<file path="src/rtl/core/tcce_alu.sv">
// shared add/subtract unit with a limit compare
module tcce_alu #(
  parameter int W = 11
) (
  input  logic [W-1:0] a,
  input  logic [W-1:0] b,
  input  logic         sub,
  input  logic [W-1:0] lim,
  output logic [W-1:0] y,
  output logic         ge
);

  // sum or difference, then compare against the limit
  assign y  = sub ? (a - b) : (a + b);
  assign ge = (y >= lim);

endmodule

</file>
<file path="config.mk">
export PLATFORM = sky130hd
export DESIGN_NAME = tcce_alu
export DESIGN_NICKNAME = d
export VERILOG_FILES = /design/src/rtl/core/tcce_alu.sv
export SDC_FILE = /design/constraint.sdc
export NUM_CORES = 1
export LEC_CHECK = 0
export BUFFER_PORTS_ARGS = -buffer_cell sky130_fd_sc_hd__buf_2
export CAP_MARGIN = 30
export CORE_MARGIN = 8
export CORE_UTILIZATION = 50
export DETAILED_ROUTE_END_ITERATION = 12
export PLACE_DENSITY = 0.91
export SETUP_SLACK_MARGIN = 0.02
export SLEW_MARGIN = 20
export SYNTH_ARGS = -nofsm -noshare
export SYNTH_HDL_FRONTEND = slang
export SYNTH_SLANG_ARGS = --single-unit
</file>
<file path="constraint.sdc">
create_clock -name vclk -period 4.1
set_input_delay 0.205 -clock vclk [all_inputs]
set_output_delay 0.205 -clock vclk [all_outputs]
set_load 0.01 [all_outputs]
</file>
==> results.toml, run 1 <==
[run_status]
status = "completed"

[sta]
max_slew_margin = 0.8202
final_max_slew_viol_count = 0
finalHoldViolCount = 0
max_freq_mhz = 283.4
fin_crit_sh = 0.8606
rsz0062_at_grt = "no"
fin_hold_ws_ns = 0.8463
tns_ns = 0
fin_crit_ns = 3.529
worst_pin_slew_ns = 0.2695
setup_violations = 0
fin_ws_ns = 0.5714

[global_routing]
grt_max_degree = 11
track_usage = 0.1470
grt_pass1_wl_mm = 4.388
antenna_found_initial = 0
grt_overflow = 0
first_global_vias = 1125

[pwr]
power_frac_clock = 0
pwr-share-seq = 0
totalPowerFinal_mw = 0.2925
ir_worst_vdd_v = 0.0001356
p_leak_nw = 0.6851
swShare = 0.5425
intPower_mw = 0.1338
pwr-share-comb = 1.000
power.net_switching_mw = 0.1587
cellPowerDensity_nw_per_um2 = 238.1

[yosys]
ys_types = 29
synth_common_cells = "23 x ha_1, 21 x inv_1, 14 x xnor2_1, 11 x a21oi_1, 11 x nor2_1"
synth_cells = 134
ys_warn_count = 0
synth_area_um2 = 969.7
yosysSeqAreaShare = 0
yosys.area.top_type_share = 0.2968
synthTopCellsByArea = "ha_1 30%, xnor2_1 13%, inv_1 8.1%"
synth.avg_cell_area_um2 = 7.236
yosysMostFrequentCell = "ha_1"
yosysTopAreaCell = "ha_1"
synth_nets = 192

[detailed_routing]
routed_wl_mm = 2.584
vias = 1082
avgRoutedWirePerCell_um = 12.54
viasPerCell = 5.252
drt_iter0_drc = 26
drc = 0
ant_nets = 0
firstDrtPassIters = 4

[floorplan]
num_io_pins = 46
coreArea_um2 = 1902
die_h_um = 60.04
initial_utilization = 0.5099
num_rows = 16
die_area_um2 = 3605
fp.dieW_um = 60.04

[worst_setup_path]
critPathRequiredTime_ns = 3.89
endpoint_kind = "output port"
crit_path_max_fanout = 7
cp-start-kind = "input pin"
critPathKind = "input pin to output port"
worst_ep_arrival_time_ns = 3.32

[clocking]
post_cts_buffers = 0
post_cts_resized = 0
ctsHoldBuffers = 0

[min_path]
worstHoldPathType = "input pin to output port"

[place]
place_ws_ns = 0.6144
dp.final_hpwl_mm = 2.365
io_buffers = 46
gp_congestion = 0.8306
dpl.cell_count = 206

[finish]
syn_to_final_growth_pct = 26.71
diodes = 0
instances_no_fill = 206
layout-drive-gt1-share = 0.2737
seq_cells = 0
final_nets = 239
num-fill-cells = 168
final.clkbuf_count = 0
seq_area_um2 = 0

[job]
maxCapViolCount = 0
-- cell type report --
type / instances / area [um^2] / area share
inverters: 21 / 78.83 / 0.06415
repair buffers: 46 / 230.2 / 0.1874
multi-input cells: 112 / 885.9 / 0.7210
well taps: 27 / 33.78 / 0.02749
-- worst max-delay path, cell delays in order --
cell and delay [ns]:
buf_2 0.12, or4_4 0.57, nor2_1 0.11, a21oi_1 0.08
xnor2_1 0.14, ha_1 0.37, nand4_1 0.15, o21ai_0 0.09
o31a_1 0.30, o21ai_0 0.16, o31a_1 0.18, ha_1 0.26
a21o_1 0.17, a21oi_1 0.16, o211ai_1 0.10, buf_2 0.15
-- power by group through the flow --
| stage | clock (mW) | sequential, mW | combinational [mW] |
|---|---|---|---|
| global placement | 0 | 0 | 0.280 |
| floorplan | 0 | 0 | 0.198 |
| global route | 0 | 0 | 0.330 |
| CTS | 0 | 0 | 0.295 |
| detailed placement | 0 | 0 | 0.293 |
| finish | 0 | 0 | 0.292 |
-- placed cells by master, fill, tap and decap left out, drive strengths merged --
| cell type | instances |
|---|---|
| a31oi | 3 |
| o22ai | 2 |
| o31a | 2 |
| nor3 | 4 |
| a21oi | 11 |
| o211ai | 1 |
| ha | 23 |
| buf | 46 |
| nand4 | 4 |
| xnor2 | 14 |
| o21a | 2 |
| a211o | 1 |
| fa | 1 |
| nor2 | 11 |
| or3 | 1 |
| nand2 | 5 |
| xor2 | 3 |
| or4 | 1 |
| o21ai | 5 |
| a211oi | 1 |
| nand3 | 2 |
| o41a | 1 |
| a21o | 6 |
| nand2b | 2 |
| nor4 | 1 |
| nor2b | 3 |
| mux2 | 1 |
| o2111ai | 1 |
| inv | 21 |
-- final timing paths --
kind | start | to | slack [ns] | cells after the start
hold / removal | b[0] | y[0] | 0.85 | 4
setup / recovery | b[4] | ge | 0.57 | 16
-- layer usage --
| layer | global-route usage | wire [um] | vias to the layer above |
|---|---|---|---|
| li1 | - | - | 565 |
| met1 | 0.1548 | 1019 | 480 |
| met5 | 0 | 0 | - |
| met2 | 0.3000 | 1390 | 33 |
| met3 | 0.01505 | 137 | 4 |
| met4 | 0.02381 | 38 | 0 |
-- metrics by stage --
step,utilization,instance area [um^2]
finish,0.6461,1229
global route,0.6461,1229
CTS,0.6461,1229
detailed placement,0.6461,1229
global placement,0.6461,1229
floorplan,-,969.7
-- cells by family (layout without fill, tap and decap cells) --
kind of cell / Yosys count / after routing / synth area share
compound gates: 36 / 36 / 0.2400
simple gates: 34 / 34 / 0.1910
fa+ha+maj: 24 / 24 / 0.3174
buf+inv: 22 / 67 / 0.08645
xor+xnor: 17 / 17 / 0.1536
mux: 1 / 1 / 0.01161
Note: power is estimated with default switching activity, not from simulation.
==> run 2, diff against run 1 <==
PLACE_DENSITY = 0.9   (was 0.91)
==> results.toml, run 2 (synthesis gave the netlist of run 1 again) <==
[run_status]
status = "completed"

[pwr]
power_frac_clock = 0
power.net_switching_mw = 0.1583
cellPowerDensity_nw_per_um2 = 237.6
pwr-share-seq = 0
ir_worst_vdd_v = 0.0001264
swShare = 0.5421
intPower_mw = 0.1337
p_leak_nw = 0.6851
pwr-share-comb = 1.000

[worst_setup_path]
cp-start-kind = "input pin"
endpoint_kind = "output port"
critPathKind = "input pin to output port"
crit_path_max_fanout = 7
critPathRequiredTime_ns = 3.89
worst_ep_arrival_time_ns = 3.37

[global_routing]
antenna_found_initial = 0
track_usage = 0.1434
grt_pass1_wl_mm = 4.347
grt_overflow = 0
grt_max_degree = 11
first_global_vias = 1157

[floorplan]
fp.dieW_um = 60.04
num_io_pins = 46
coreArea_um2 = 1902
die_area_um2 = 3605
num_rows = 16
initial_utilization = 0.5099
die_h_um = 60.04

[clocking]
ctsHoldBuffers = 0
post_cts_buffers = 0
post_cts_resized = 0

[finish]
syn_to_final_growth_pct = 26.71
layout-drive-gt1-share = 0.2737
seq_area_um2 = 0
seq_cells = 0
final_common_cell = "buf_2"
diodes = 0
final_nets = 239
layout_common_cells = "46 x buf_2, 23 x ha_1, 21 x inv_1"
final.clkbuf_count = 0
fin_util = 0.6461
num-fill-cells = 167

[sta]
rsz0062_at_grt = "no"
max_slew_margin = 0.8268
tns_ns = 0
setup_violations = 0
fin_crit_ns = 3.578
max_freq_mhz = 279.5
fin_crit_sh = 0.8726
worst_pin_slew_ns = 0.2595
final_max_slew_viol_count = 0
fin_ws_ns = 0.5225
finalHoldViolCount = 0

[detailed_routing]
ant_nets = 0
drt_iter0_drc = 20
viasPerCell = 5.243
routed_wl_mm = 2.594
avgRoutedWirePerCell_um = 12.59
drc = 0
firstDrtPassIters = 4
vias = 1080

[job]
maxCapViolCount = 0

[min_path]
worstHoldPathType = "input pin to output port"

[place]
io_buffers = 46
dp.final_hpwl_mm = 2.385
gp_congestion = 0.8329
place_ws_ns = 0.5778
==> run 2: cell counts in the layout (fill, tap and decap cells not counted) <==
Identical to the previous run, type by type.
==> run 2: cell type report <==
type               count  area (um^2)  share of cell area
well taps             27        33.78             0.02749
inverters             21        78.83             0.06415
multi-input cells    112        885.9              0.7210
repair buffers        46        230.2              0.1874
==> run 2: power groups by stage <==
stage | clock, mW | combinational [mW] | sequential [mW]
after floorplan | 0 | 0.198 | 0
after global placement | 0 | 0.280 | 0
after detailed placement | 0 | 0.292 | 0
after CTS | 0 | 0.294 | 0
after global routing | 0 | 0.326 | 0
final | 0 | 0.292 | 0
==> run 2: critical path: stages <==
cell	delay [ns]
buf_2	0.12
or4_4	0.56
nor2_1	0.12
a21oi_1	0.09
xnor2_1	0.14
ha_1	0.38
nand4_1	0.15
a211oi_1	0.06
o31a_1	0.34
o21ai_0	0.17
o31a_1	0.19
ha_1	0.26
a21o_1	0.17
a21oi_1	0.15
o211ai_1	0.11
buf_2	0.16
==> run 2: per-layer routing <==
layer	part of all wire	vias to the layer above	wire length, um	global-route usage
met4	0.0081	0	21	0.02721
li1	-	573	-	-
met5	0	-	0	0
met2	0.54	26	1403	0.2938
met1	0.41	479	1062	0.1486
met3	0.041	2	107	0.01505
==> run 2: worst paths after layout <==
| kind | end | cells past startpoint | slack [ns] | from |
|---|---|---|---|---|
| hold / removal | y[0] | 4 | 0.85 | b[0] |
| setup / recovery | ge | 16 | 0.52 | b[4] |
==> run 2: metrics by stage <==
stage | std cells | total power, mW | area, um^2 | hold WS [ns]
2_1_floorplan | 134 | 0.1979 | 969.7 | 0.5883
3_3_place_gp | 206 | 0.2801 | 1229 | 0.8412
3_5_place_dp | 206 | 0.2923 | 1229 | 0.8606
4_1_cts | 206 | 0.2940 | 1229 | 0.8626
5_1_grt | 206 | 0.3255 | 1229 | 0.8786
6_report | 206 | 0.2920 | 1229 | 0.8490
==> run 3, diff against run 2 <==
BUFFER_PORTS_ARGS = default   (was -buffer_cell sky130_fd_sc_hd__buf_2)
CORE_UTILIZATION = 60   (was 50)
DONT_BUFFER_PORTS = 1   (was default)
PLACE_DENSITY = 0.81   (was 0.9)
SKIP_LAST_GASP = 1   (was default)
==> results.toml, run 3 (synthesis gave the netlist of run 1 again) <==
[finish]
layout-drive-gt1-share = 0.02256
diodes = 0
seq_cells = 0
multi_input_area_um2 = 885.9
instances_no_fill = 149
final.clkbuf_count = 0
seq_area_um2 = 0
final_common_cell = "ha_1"
num-fill-cells = 139
layout_common_cells = "23 x ha_1, 21 x inv_1, 14 x xnor2_1"
syn_to_final_growth_pct = 1.548
final_nets = 193

[worst_setup_path]
endpoint_kind = "output port"
crit_path_max_fanout = 7
critPathRequiredTime_ns = 3.89
cp-start-kind = "input pin"
critPathKind = "input pin to output port"
worst_ep_arrival_time_ns = 3.12

[detailed_routing]
drt_iter0_drc = 28
drc = 0
viasPerCell = 6.349
avgRoutedWirePerCell_um = 16.20
ant_nets = 0
firstDrtPassIters = 6
routed_wl_mm = 2.414
vias = 946

[sta]
final_max_slew_viol_count = 0
fin_crit_ns = 3.326
finalHoldViolCount = 0
max_freq_mhz = 300.7
fin_ws_ns = 0.7744
max_slew_margin = 0.7417
fin_crit_sh = 0.8111
rsz0062_at_grt = "no"
setup_violations = 0
tns_ns = 0
worst_pin_slew_ns = 0.3846

[pwr]
cellPowerDensity_nw_per_um2 = 242.3
totalPowerFinal_mw = 0.2386
p_leak_nw = 0.5043
ir_worst_vdd_v = 0.0001108

[clocking]
ctsHoldBuffers = 0
post_cts_resized = 0
post_cts_buffers = 0

[place]
dpl.cell_count = 149
place_ws_ns = 0.7727
gp_congestion = 0.8262
dp.final_hpwl_mm = 2.170
io_buffers = 0

[global_routing]
met2_usage = 0.2615
grt_max_degree = 11
grt.busiest_layer = "met2"
grt_overflow = 0
grt.met1_usage = 0.1467
track_usage = 0.1350
grt_pass1_wl_mm = 3.843
antenna_found_initial = 0
first_global_vias = 919
gr-usage-met3 = 0.03196

[floorplan]
coreArea_um2 = 1506
fp.dieW_um = 56.20
initial_utilization = 0.6437
die_area_um2 = 3158
num_rows = 14
num_io_pins = 46
die_h_um = 56.20

[run_status]
status = "completed"

[min_path]
worstHoldPathType = "input pin to output port"

[job]
maxCapViolCount = 0
==> run 3: cell count changes in the layout (fill, tap and decap cells not counted) <==
cell | before | now
buf_2 | 46 | 0
==> run 3: critical path: stages <==
cell and delay, ns:
or4_4 0.54, nor2_1 0.10, a21oi_1 0.08, xnor2_1 0.14, ha_1 0.38, nand4_1 0.14, o21ai_0 0.09, o31a_1 0.29
o21ai_0 0.15, o31a_1 0.24, ha_1 0.28, a21o_1 0.17, a21oi_1 0.14, o211ai_1 0.16
==> run 3: power by group <==
| part | internal (mW) | leakage, nW | switching, mW |
|---|---|---|---|
| Combinational | 0.0984 | 0.504 | 0.140 |
| Clock | 0 | 0 | 0 |
| Sequential | 0 | 0 | 0 |
| Total | 0.0984 | 0.504 | 0.140 |
==> run 3: area by class of cell <==
class	instances	area share
tap	16	0.02033
multi-input combinational	112	0.8996
inverter	21	0.08005
==> run 3: stage by stage <==
stage                     utilization  cell area (um^2)  hold slack [ns]
after CTS                      0.6537             984.7           0.6067
after floorplan                     -             969.7           0.5883
after detailed placement       0.6537             984.7           0.6058
after global placement         0.6537             984.7           0.6030
final                          0.6537             984.7           0.5997
after global routing           0.6537             984.7           0.6171
==> run 3: worst paths after layout <==
kind  startpoint   end  cells past startpoint
max         b[4]    ge                     14
min         b[0]  y[0]                      2
==> run 3: per-layer routing <==
layer  wire length, um  up-vias
met3               206        4
li1                  -      476
met5                 0        -
met4                25        0
met2              1247       38
met1               934      428
