`config.mk`:
```
export PLATFORM = sky130hd
export DESIGN_NAME = tcce_ctrl
export DESIGN_NICKNAME = d
export VERILOG_FILES = /design/src/rtl/core/tcce_pkg.sv /design/src/rtl/core/tcce_ctrl.sv
export SDC_FILE = /design/constraint.sdc
export NUM_CORES = 1
export LEC_CHECK = 0
export BUFFER_PORTS_ARGS = -buffer_cell sky130_fd_sc_hd__buf_2
export CAP_MARGIN = 10
export CORE_MARGIN = 2
export CORE_UTILIZATION = 46
export CTS_CLUSTER_DIAMETER = 80
export DETAILED_ROUTE_END_ITERATION = 10
export PLACE_DENSITY = 0.77
export SLEW_MARGIN = 20
export SYNTH_ARGS = -nofsm -noshare
export SYNTH_HDL_FRONTEND = slang
export SYNTH_SLANG_ARGS = --single-unit
```
`constraint.sdc`:
```
create_clock -name clk -period 2.7 [get_ports clk]
set_input_delay 0.405 -clock clk [delete_from_list [all_inputs] [get_ports clk]]
set_output_delay 0.405 -clock clk [all_outputs]
set_load 0.01 [all_outputs]
```
`src/rtl/core/tcce_pkg.sv`:
```
// shared types and constants for the text console cursor engine
package tcce_pkg;

  // field widths of the transaction ports
  localparam int MODE_W    = 1;
  localparam int CHAR_W    = 8;
  localparam int INDEX_W   = 11;
  localparam int POS_OUT_W = 11;
  localparam int ROW_OUT_W = 5;
  localparam int COL_OUT_W = 7;
  localparam int CELL_W    = 16;
  localparam int ATTR_W    = 8;

  // configuration port
  localparam int PADDR_W = 2;
  localparam int PDATA_W = 32;
  localparam logic [PADDR_W-1:0] ADDR_TEXT_ATTRIBUTE = 2'd0;
  localparam logic [ATTR_W-1:0]  ATTR_RESET          = 8'h07;

  // item modes
  localparam logic [MODE_W-1:0] MODE_PUT  = 1'b0;
  localparam logic [MODE_W-1:0] MODE_READ = 1'b1;

  // control codes
  localparam logic [CHAR_W-1:0] CH_BEL   = 8'h07;
  localparam logic [CHAR_W-1:0] CH_BS    = 8'h08;
  localparam logic [CHAR_W-1:0] CH_TAB   = 8'h09;
  localparam logic [CHAR_W-1:0] CH_LF    = 8'h0A;
  localparam logic [CHAR_W-1:0] CH_CR    = 8'h0D;
  localparam logic [CHAR_W-1:0] CH_SPACE = 8'h20;

  // grey space written by the clearing pass
  localparam logic [CELL_W-1:0] CLEAR_CELL = 16'h0720;

  // sequencer states
  typedef enum logic [3:0] {
    ST_CLEAR,
    ST_IDLE,
    ST_EXEC,
    ST_TABPOS,
    ST_CRLINE,
    ST_LINE,
    ST_SCR_RD,
    ST_SCR_WR,
    ST_FILL,
    ST_RDWAIT,
    ST_DONE
  } state_t;

  // one finished result
  typedef struct packed {
    logic [POS_OUT_W-1:0] cursor_position;
    logic [ROW_OUT_W-1:0] cursor_row;
    logic [COL_OUT_W-1:0] cursor_column;
    logic [CELL_W-1:0]    cell_entry;
    logic                 scrolled;
  } result_t;

endpackage

```
`src/rtl/core/tcce_ctrl.sv`:
```
// sequencer: cursor update, cell writes, scroll copy and clearing pass
module tcce_ctrl #(
  parameter int COLS = 80,
  parameter int ROWS = 25,
  parameter int TAB  = 8,
  localparam int CELLS = COLS * ROWS,
  localparam int AW    = $clog2(CELLS),
  localparam int W     = $clog2(CELLS + 1)
) (
  input  logic                         clk,
  input  logic                         rst_n,
  // input transaction
  input  logic                         in_valid,
  output logic                         in_ready,
  input  logic [tcce_pkg::MODE_W-1:0]  in_mode,
  input  logic [tcce_pkg::CHAR_W-1:0]  in_char_code,
  input  logic [tcce_pkg::INDEX_W-1:0] in_cell_index,
  input  logic [tcce_pkg::ATTR_W-1:0]  text_attribute,
  // shared arithmetic unit
  output logic [W-1:0]                 alu_a,
  output logic [W-1:0]                 alu_b,
  output logic                         alu_sub,
  output logic [W-1:0]                 alu_lim,
  input  logic [W-1:0]                 alu_y,
  input  logic                         alu_ge,
  // screen memory
  output logic                         mem_we,
  output logic [AW-1:0]                mem_waddr,
  output logic [tcce_pkg::CELL_W-1:0]  mem_wdata,
  output logic                         mem_re,
  output logic [AW-1:0]                mem_raddr,
  input  logic [tcce_pkg::CELL_W-1:0]  mem_rdata,
  // result handoff
  output logic                         res_valid,
  input  logic                         res_free,
  output tcce_pkg::result_t            res
);
  import tcce_pkg::*;

  localparam int RW = $clog2(ROWS);
  localparam int CW = $clog2(COLS);
  localparam int PW = (TAB > 1) ? $clog2(TAB) : 1;
  localparam int LAST_PH = (COLS - 1) % TAB;

  state_t state_r, state_nxt;
  logic [RW-1:0]      row_r, row_nxt;
  logic [CW-1:0]      col_r, col_nxt;
  logic [PW-1:0]      phase_r, phase_nxt;
  logic [AW-1:0]      pos_r, pos_nxt;
  logic [AW-1:0]      cnt_r, cnt_nxt;
  logic [MODE_W-1:0]  mode_r, mode_nxt;
  logic [CHAR_W-1:0]  char_r, char_nxt;
  logic [INDEX_W-1:0] idx_r, idx_nxt;
  logic [CELL_W-1:0]  entry_r, entry_nxt;
  logic               scrolled_r, scrolled_nxt;

  logic          idx_in_range;
  logic          col_last;
  logic          row_last;
  logic [PW-1:0] phase_inc;
  logic [PW-1:0] phase_dec;
  logic [W-1:0]  tab_delta;

  // status decode
  assign idx_in_range = (32'(idx_r) < 32'(CELLS));
  assign col_last     = (col_r == CW'(COLS - 1));
  assign row_last     = (row_r == RW'(ROWS - 1));
  assign phase_inc    = (phase_r == PW'(TAB - 1)) ? '0 : (phase_r + PW'(1));
  assign phase_dec    = (phase_r == '0) ? PW'(TAB - 1) : (phase_r - PW'(1));
  assign tab_delta    = W'(TAB) - W'(phase_r);

  // state register and datapath registers
  always_ff @(posedge clk) begin
    if (!rst_n) begin
      state_r <= ST_CLEAR;
      row_r   <= '0;
      col_r   <= '0;
      phase_r <= '0;
      pos_r   <= '0;
      cnt_r   <= '0;
    end else begin
      state_r <= state_nxt;
      row_r   <= row_nxt;
      col_r   <= col_nxt;
      phase_r <= phase_nxt;
      pos_r   <= pos_nxt;
      cnt_r   <= cnt_nxt;
    end
  end

  // item payload and result bits
  always_ff @(posedge clk) begin
    mode_r     <= mode_nxt;
    char_r     <= char_nxt;
    idx_r      <= idx_nxt;
    entry_r    <= entry_nxt;
    scrolled_r <= scrolled_nxt;
  end

  // next state
  always_comb begin
    state_nxt = state_r;
    unique case (state_r)
      ST_CLEAR: begin
        if (alu_ge) state_nxt = ST_IDLE;
      end
      ST_IDLE: begin
        if (in_valid) state_nxt = ST_EXEC;
      end
      ST_EXEC: begin
        if (mode_r == MODE_READ) begin
          state_nxt = idx_in_range ? ST_RDWAIT : ST_DONE;
        end else begin
          unique case (char_r)
            CH_BEL, CH_BS, CH_CR: state_nxt = ST_DONE;
            CH_LF:                state_nxt = ST_LINE;
            CH_TAB:               state_nxt = alu_ge ? ST_CRLINE : ST_TABPOS;
            default:              state_nxt = col_last ? ST_CRLINE : ST_DONE;
          endcase
        end
      end
      ST_TABPOS: state_nxt = ST_DONE;
      ST_CRLINE: state_nxt = ST_LINE;
      ST_LINE:   state_nxt = row_last ? ST_SCR_RD : ST_DONE;
      ST_SCR_RD: state_nxt = ST_SCR_WR;
      ST_SCR_WR: state_nxt = alu_ge ? ST_FILL : ST_SCR_RD;
      ST_FILL: begin
        if (alu_ge) state_nxt = ST_DONE;
      end
      ST_RDWAIT: state_nxt = ST_DONE;
      ST_DONE: begin
        if (res_free) state_nxt = ST_IDLE;
      end
      default: state_nxt = ST_IDLE;
    endcase
  end

  // datapath control per state
  always_comb begin
    row_nxt      = row_r;
    col_nxt      = col_r;
    phase_nxt    = phase_r;
    pos_nxt      = pos_r;
    cnt_nxt      = cnt_r;
    mode_nxt     = mode_r;
    char_nxt     = char_r;
    idx_nxt      = idx_r;
    entry_nxt    = entry_r;
    scrolled_nxt = scrolled_r;
    alu_a        = W'(pos_r);
    alu_b        = '0;
    alu_sub      = 1'b0;
    alu_lim      = W'(CELLS);
    mem_we       = 1'b0;
    mem_waddr    = cnt_r;
    mem_wdata    = CLEAR_CELL;
    mem_re       = 1'b0;
    mem_raddr    = AW'(alu_y);
    in_ready     = 1'b0;
    res_valid    = 1'b0;
    unique case (state_r)
      // sweep the memory with grey spaces
      ST_CLEAR: begin
        alu_a   = W'(cnt_r);
        alu_b   = W'(1);
        mem_we  = 1'b1;
        cnt_nxt = AW'(alu_y);
      end
      // take a new transaction
      ST_IDLE: begin
        in_ready = 1'b1;
        if (in_valid) begin
          mode_nxt     = in_mode;
          char_nxt     = in_char_code;
          idx_nxt      = in_cell_index;
          entry_nxt    = '0;
          scrolled_nxt = 1'b0;
        end
      end
      // first step of every item
      ST_EXEC: begin
        if (mode_r == MODE_READ) begin
          if (idx_in_range) begin
            mem_re    = 1'b1;
            mem_raddr = AW'(idx_r);
          end
        end else begin
          unique case (char_r)
            CH_BEL: begin
            end
            CH_BS: begin
              alu_b   = W'(1);
              alu_sub = 1'b1;
              if (col_r != '0) begin
                pos_nxt   = AW'(alu_y);
                col_nxt   = col_r - CW'(1);
                phase_nxt = phase_dec;
              end else if (row_r != '0) begin
                pos_nxt   = AW'(alu_y);
                col_nxt   = CW'(COLS - 1);
                row_nxt   = row_r - RW'(1);
                phase_nxt = PW'(LAST_PH);
              end
            end
            CH_LF, CH_CR: begin
              alu_b     = W'(col_r);
              alu_sub   = 1'b1;
              pos_nxt   = AW'(alu_y);
              col_nxt   = '0;
              phase_nxt = '0;
            end
            CH_TAB: begin
              alu_a   = W'(col_r);
              alu_b   = tab_delta;
              alu_lim = W'(COLS);
              if (!alu_ge) col_nxt = CW'(alu_y);
            end
            default: begin
              mem_we    = 1'b1;
              mem_waddr = pos_r;
              mem_wdata = {text_attribute, char_r};
              alu_b     = W'(1);
              if (!col_last) begin
                pos_nxt   = AW'(alu_y);
                col_nxt   = col_r + CW'(1);
                phase_nxt = phase_inc;
              end
            end
          endcase
        end
      end
      // tab inside the row: move the linear position
      ST_TABPOS: begin
        alu_b     = tab_delta;
        pos_nxt   = AW'(alu_y);
        phase_nxt = '0;
      end
      // back to column 0 before a line feed
      ST_CRLINE: begin
        alu_b     = W'(col_r);
        alu_sub   = 1'b1;
        pos_nxt   = AW'(alu_y);
        col_nxt   = '0;
        phase_nxt = '0;
      end
      // down one row, or start a scroll at the bottom
      ST_LINE: begin
        alu_b = W'(COLS);
        if (row_last) begin
          scrolled_nxt = 1'b1;
          cnt_nxt      = '0;
        end else begin
          pos_nxt = AW'(alu_y);
          row_nxt = row_r + RW'(1);
        end
      end
      // scroll copy: read the cell one row below
      ST_SCR_RD: begin
        alu_a  = W'(cnt_r);
        alu_b  = W'(COLS);
        mem_re = 1'b1;
      end
      // scroll copy: write it one row up
      ST_SCR_WR: begin
        alu_a     = W'(cnt_r);
        alu_b     = W'(1);
        alu_lim   = W'(CELLS - COLS);
        mem_we    = 1'b1;
        mem_wdata = mem_rdata;
        cnt_nxt   = AW'(alu_y);
      end
      // blank the last row
      ST_FILL: begin
        alu_a     = W'(cnt_r);
        alu_b     = W'(1);
        mem_we    = 1'b1;
        mem_wdata = {text_attribute, CH_SPACE};
        cnt_nxt   = AW'(alu_y);
      end
      ST_RDWAIT: begin
        entry_nxt = mem_rdata;
      end
      ST_DONE: begin
        res_valid = 1'b1;
      end
      default: begin
      end
    endcase
  end

  // result fields at the port widths
  assign res.cursor_position = POS_OUT_W'(pos_r);
  assign res.cursor_row      = ROW_OUT_W'(row_r);
  assign res.cursor_column   = COL_OUT_W'(col_r);
  assign res.cell_entry      = entry_r;
  assign res.scrolled        = scrolled_r;

endmodule

```
==> run metrics <==
status complete, but fails checks; failing checks setup timing; Sink Count 78; global-route wire length before repair about 24000 µm; Final #Nets between 800 and 900; number of CTS-inserted buffers 9; pin count of the biggest net entering global routing 43; initial core utilization about 47%; worst hold slack just over 0.2 ns; Hold Path Stages 1; post-synthesis sequential area ratio between 30% and 40%; number of global-route vias before repair approximately 4700; Synth top area share between 20% and 30%; total number of vias roughly 5200; Hold Fails Final Rpt 0; Routed Antenna Nets 0; CP Capture Type output pin; crit path DAT between 2 and 2.5 ns; Yosys reg bits 78; Synth Flop Type dfxtp_1; Die Height around 110 µm; terminus of the critical flop-to-flop path col_r[1]$_SDFFE_PN0P_; initial antenna violation count 0; max cap viols 0; GRT Total Usage between 20% and 30%; global route overflow 0; Synth Warn # 0; Worst Setup Path Type reg2out; post-DP HPWL between 10000 and 15000 µm; Least-Margin Pin Slew slightly above 0.8 ns; Worst slew margin roughly 44%; I/O Pins 176; HP Start in_cell_index[0]; Hold Buf Count CTS 0; R2R setup slack roughly 0.10 ns; period utilization 103%; post-placement setup slack -0.141 ns; R2R cell count 5; Post-synth EDFFs 37; crit start category flip-flop; cell count after synthesis just under 600; synthesized cell area between 5000 and 6000 µm²; max-slew violations 0; clk slew on worst S/H paths about 0.090 ns; RSZ-0062 raised after global routing yes; worst min path class in2reg; Pwr Density 388 nW/µm²; # setup viols final 11; CTS tree built; Longest Clk Path Bufs 2; Req. time, crit path ~2.3 ns; GP Congestion 0.907; Hold Path End idx_r[0]$_DFFE_PP_; die width about 110 µm; VDD IR max 270 µV; die area 11900 µm²; Residual DRC 0; Synth cell types 68; dominant cells by area after synthesis edfxtp_1, dfxtp_1, nand2_1; Max Fclk 0.360 GHz; filler cell count a little over 900; leading area contributor after synthesis edfxtp_1; clk_lat worst skew 0.37 ns; Setup Skew 0.0117 ns; H-tree levels 3; Worst R2R Start char_r[5]$_DFFE_PP_; IO Port Bufs ~170; DRT iter0 DRCs 413; Final Instance Count excl. Fillers between 900 and 1000; final core occ 61.9%; CP startpoint char_r[2]$_DFFE_PP_; clock root cell clkbuf_8; core outline area about 11000 µm²; total negative slack -0.499 ns; number of inserted diodes 0; Avg WL per Cell approximately 18 µm; min cycle time layout ~2.8 ns; drt first pass iters 5; dpl cells between 800 and 900; Avg Vias per Cell around 5.7; Site Rows 38; DRT Wirelength 16300 µm; setup ws final -0.0747 ns; Avg Inst Size Synth 8.81 µm²; Post-synth ARST share 0%; fraction of layout instances using a drive strength above 1 a little under two fifths; Pleak just over 3 nW; Syn-to-layout area delta 31.7%; CP max FO 8
==> cell families (layout without fill, tap and decap cells) <==
group,after synthesis,count (layout),synth area share (%)
xor+xnor,10,10,1.72
fa+ha+maj,11,11,2.85
mux,37,37,7.51
buf+inv,72,259,6.73
other cells,1,9,0.0736
compound gates,153,153,21.6
flops,78,78,37.9
simple gates,216,217,21.6
==> how the worst max path moves through the flow <==
stage | to | cells past startpoint
final | alu_b[0] | 7
after global routing | alu_a[0] | 9
after CTS | alu_b[0] | 10
after detailed placement | pos_r[9]$_SDFFE_PN0P_ | 5
after global placement | pos_r[3]$_SDFFE_PN0P_ | 5
after floorplan | alu_b[0] | 6
==> per-layer routing <==
metal  vias to the layer above  routed length (µm)  track usage, %
met5                         -                   0               0
met4                         0                 534            9.58
met3                        48                1050            5.56
met2                       200                8060            43.5
met1                      2479                6700            34.5
li1                       2458                   -               -
==> critical path: stages (launching register included) <==
cell      delay [ns]
edfxtp_1        0.47
buf_6           0.18
and3b_1         0.16
o211ai_1        0.33
o31a_1          0.21
nor3_2          0.06
a2111o_1        0.45
buf_2           0.16
==> report_power, final <==
group          switching (W)  internal, W  total (W)
clock               0.000464     0.000335   0.000799
sequential         0.0000342      0.00128    0.00132
combinational       0.000277     0.000210   0.000488
total               0.000776      0.00183    0.00260
==> synth_stat cells (4+ instances only) <==
cell and number:
buf_4 14, buf_1 5, o21a_1 8, mux2_2 10, nand2_1 100, a31oi_1 5
o21ai_0 34, nor2_1 15, a22oi_1 13, a21oi_1 20, edfxtp_1 37, dfxtp_1 41
nor2b_1 19, xnor2_1 7, mux2i_1 27, nand2b_1 8, ha_1 10, o211ai_1 4
clkbuf_1 31, or2_2 5, or4_1 4, nand3_1 5, and2_1 18, a211oi_1 5
a21o_1 11, nor3b_1 4, nor3_1 16, a221o_1 5, a22o_1 19, inv_1 15
==> registers in the layout, indices dropped and copies added (netlist names) <==
name	cells
entry_r	16
cnt_r	11
idx_r	11
pos_r	11
char_r	8
col_r	7
row_r	5
state_r	4
phase_r	3
mode_r	1
scrolled_r	1
==> layout make-up <==
type | count | area (µm²) | area share [%]
clock buffer | 9 | 124 | 1.85
clock inverter | 7 | 50.0 | 0.746
inverter | 16 | 67.6 | 1.01
multi-input combinational | 437 | 3000 | 44.7
sequential | 78 | 1930 | 28.8
tap | 140 | 175 | 2.61
timing repair buffer | 227 | 1360 | 20.3
==> timing repair <==
action / CTS / global route
gates resized for setup: 17 / 29
cloned: 0 / 1
endpoints found under the setup margin: 69 / 66
pin swaps: 5 / 21
setup buffers: 5 / 12
endpoints found under the hold margin: 0 / 0
==> metrics by stage <==
stage / total power, W / area [µm²]
6_report: 0.00260 / 6710
5_1_grt: 0.00271 / 6710
4_1_cts: 0.00258 / 6460
3_5_place_dp: 0.00179 / 6180
3_3_place_gp: 0.00178 / 6180
2_1_floorplan: 0.00160 / 5130
==> layout by cell type (no fill, tap or decap), drive strengths merged, types with 5 or more instances in the layout <==
master / instances
buf: 227
nand2: 100
dfxtp: 41
edfxtp: 37
o21ai: 35
mux2i: 27
a21oi: 20
nor2b: 19
a22o: 19
and2: 18
inv: 17
nor3: 16
nor2: 15
a22oi: 13
a21o: 11
mux2: 10
ha: 10
conb: 9
clkbuf: 9
nand2b: 8
o21a: 8
xnor2: 7
a211oi: 6
or2: 6
nand3: 5
a221o: 5
a31oi: 5
clkinv: 5
Power figures use the tool's default switching activity.
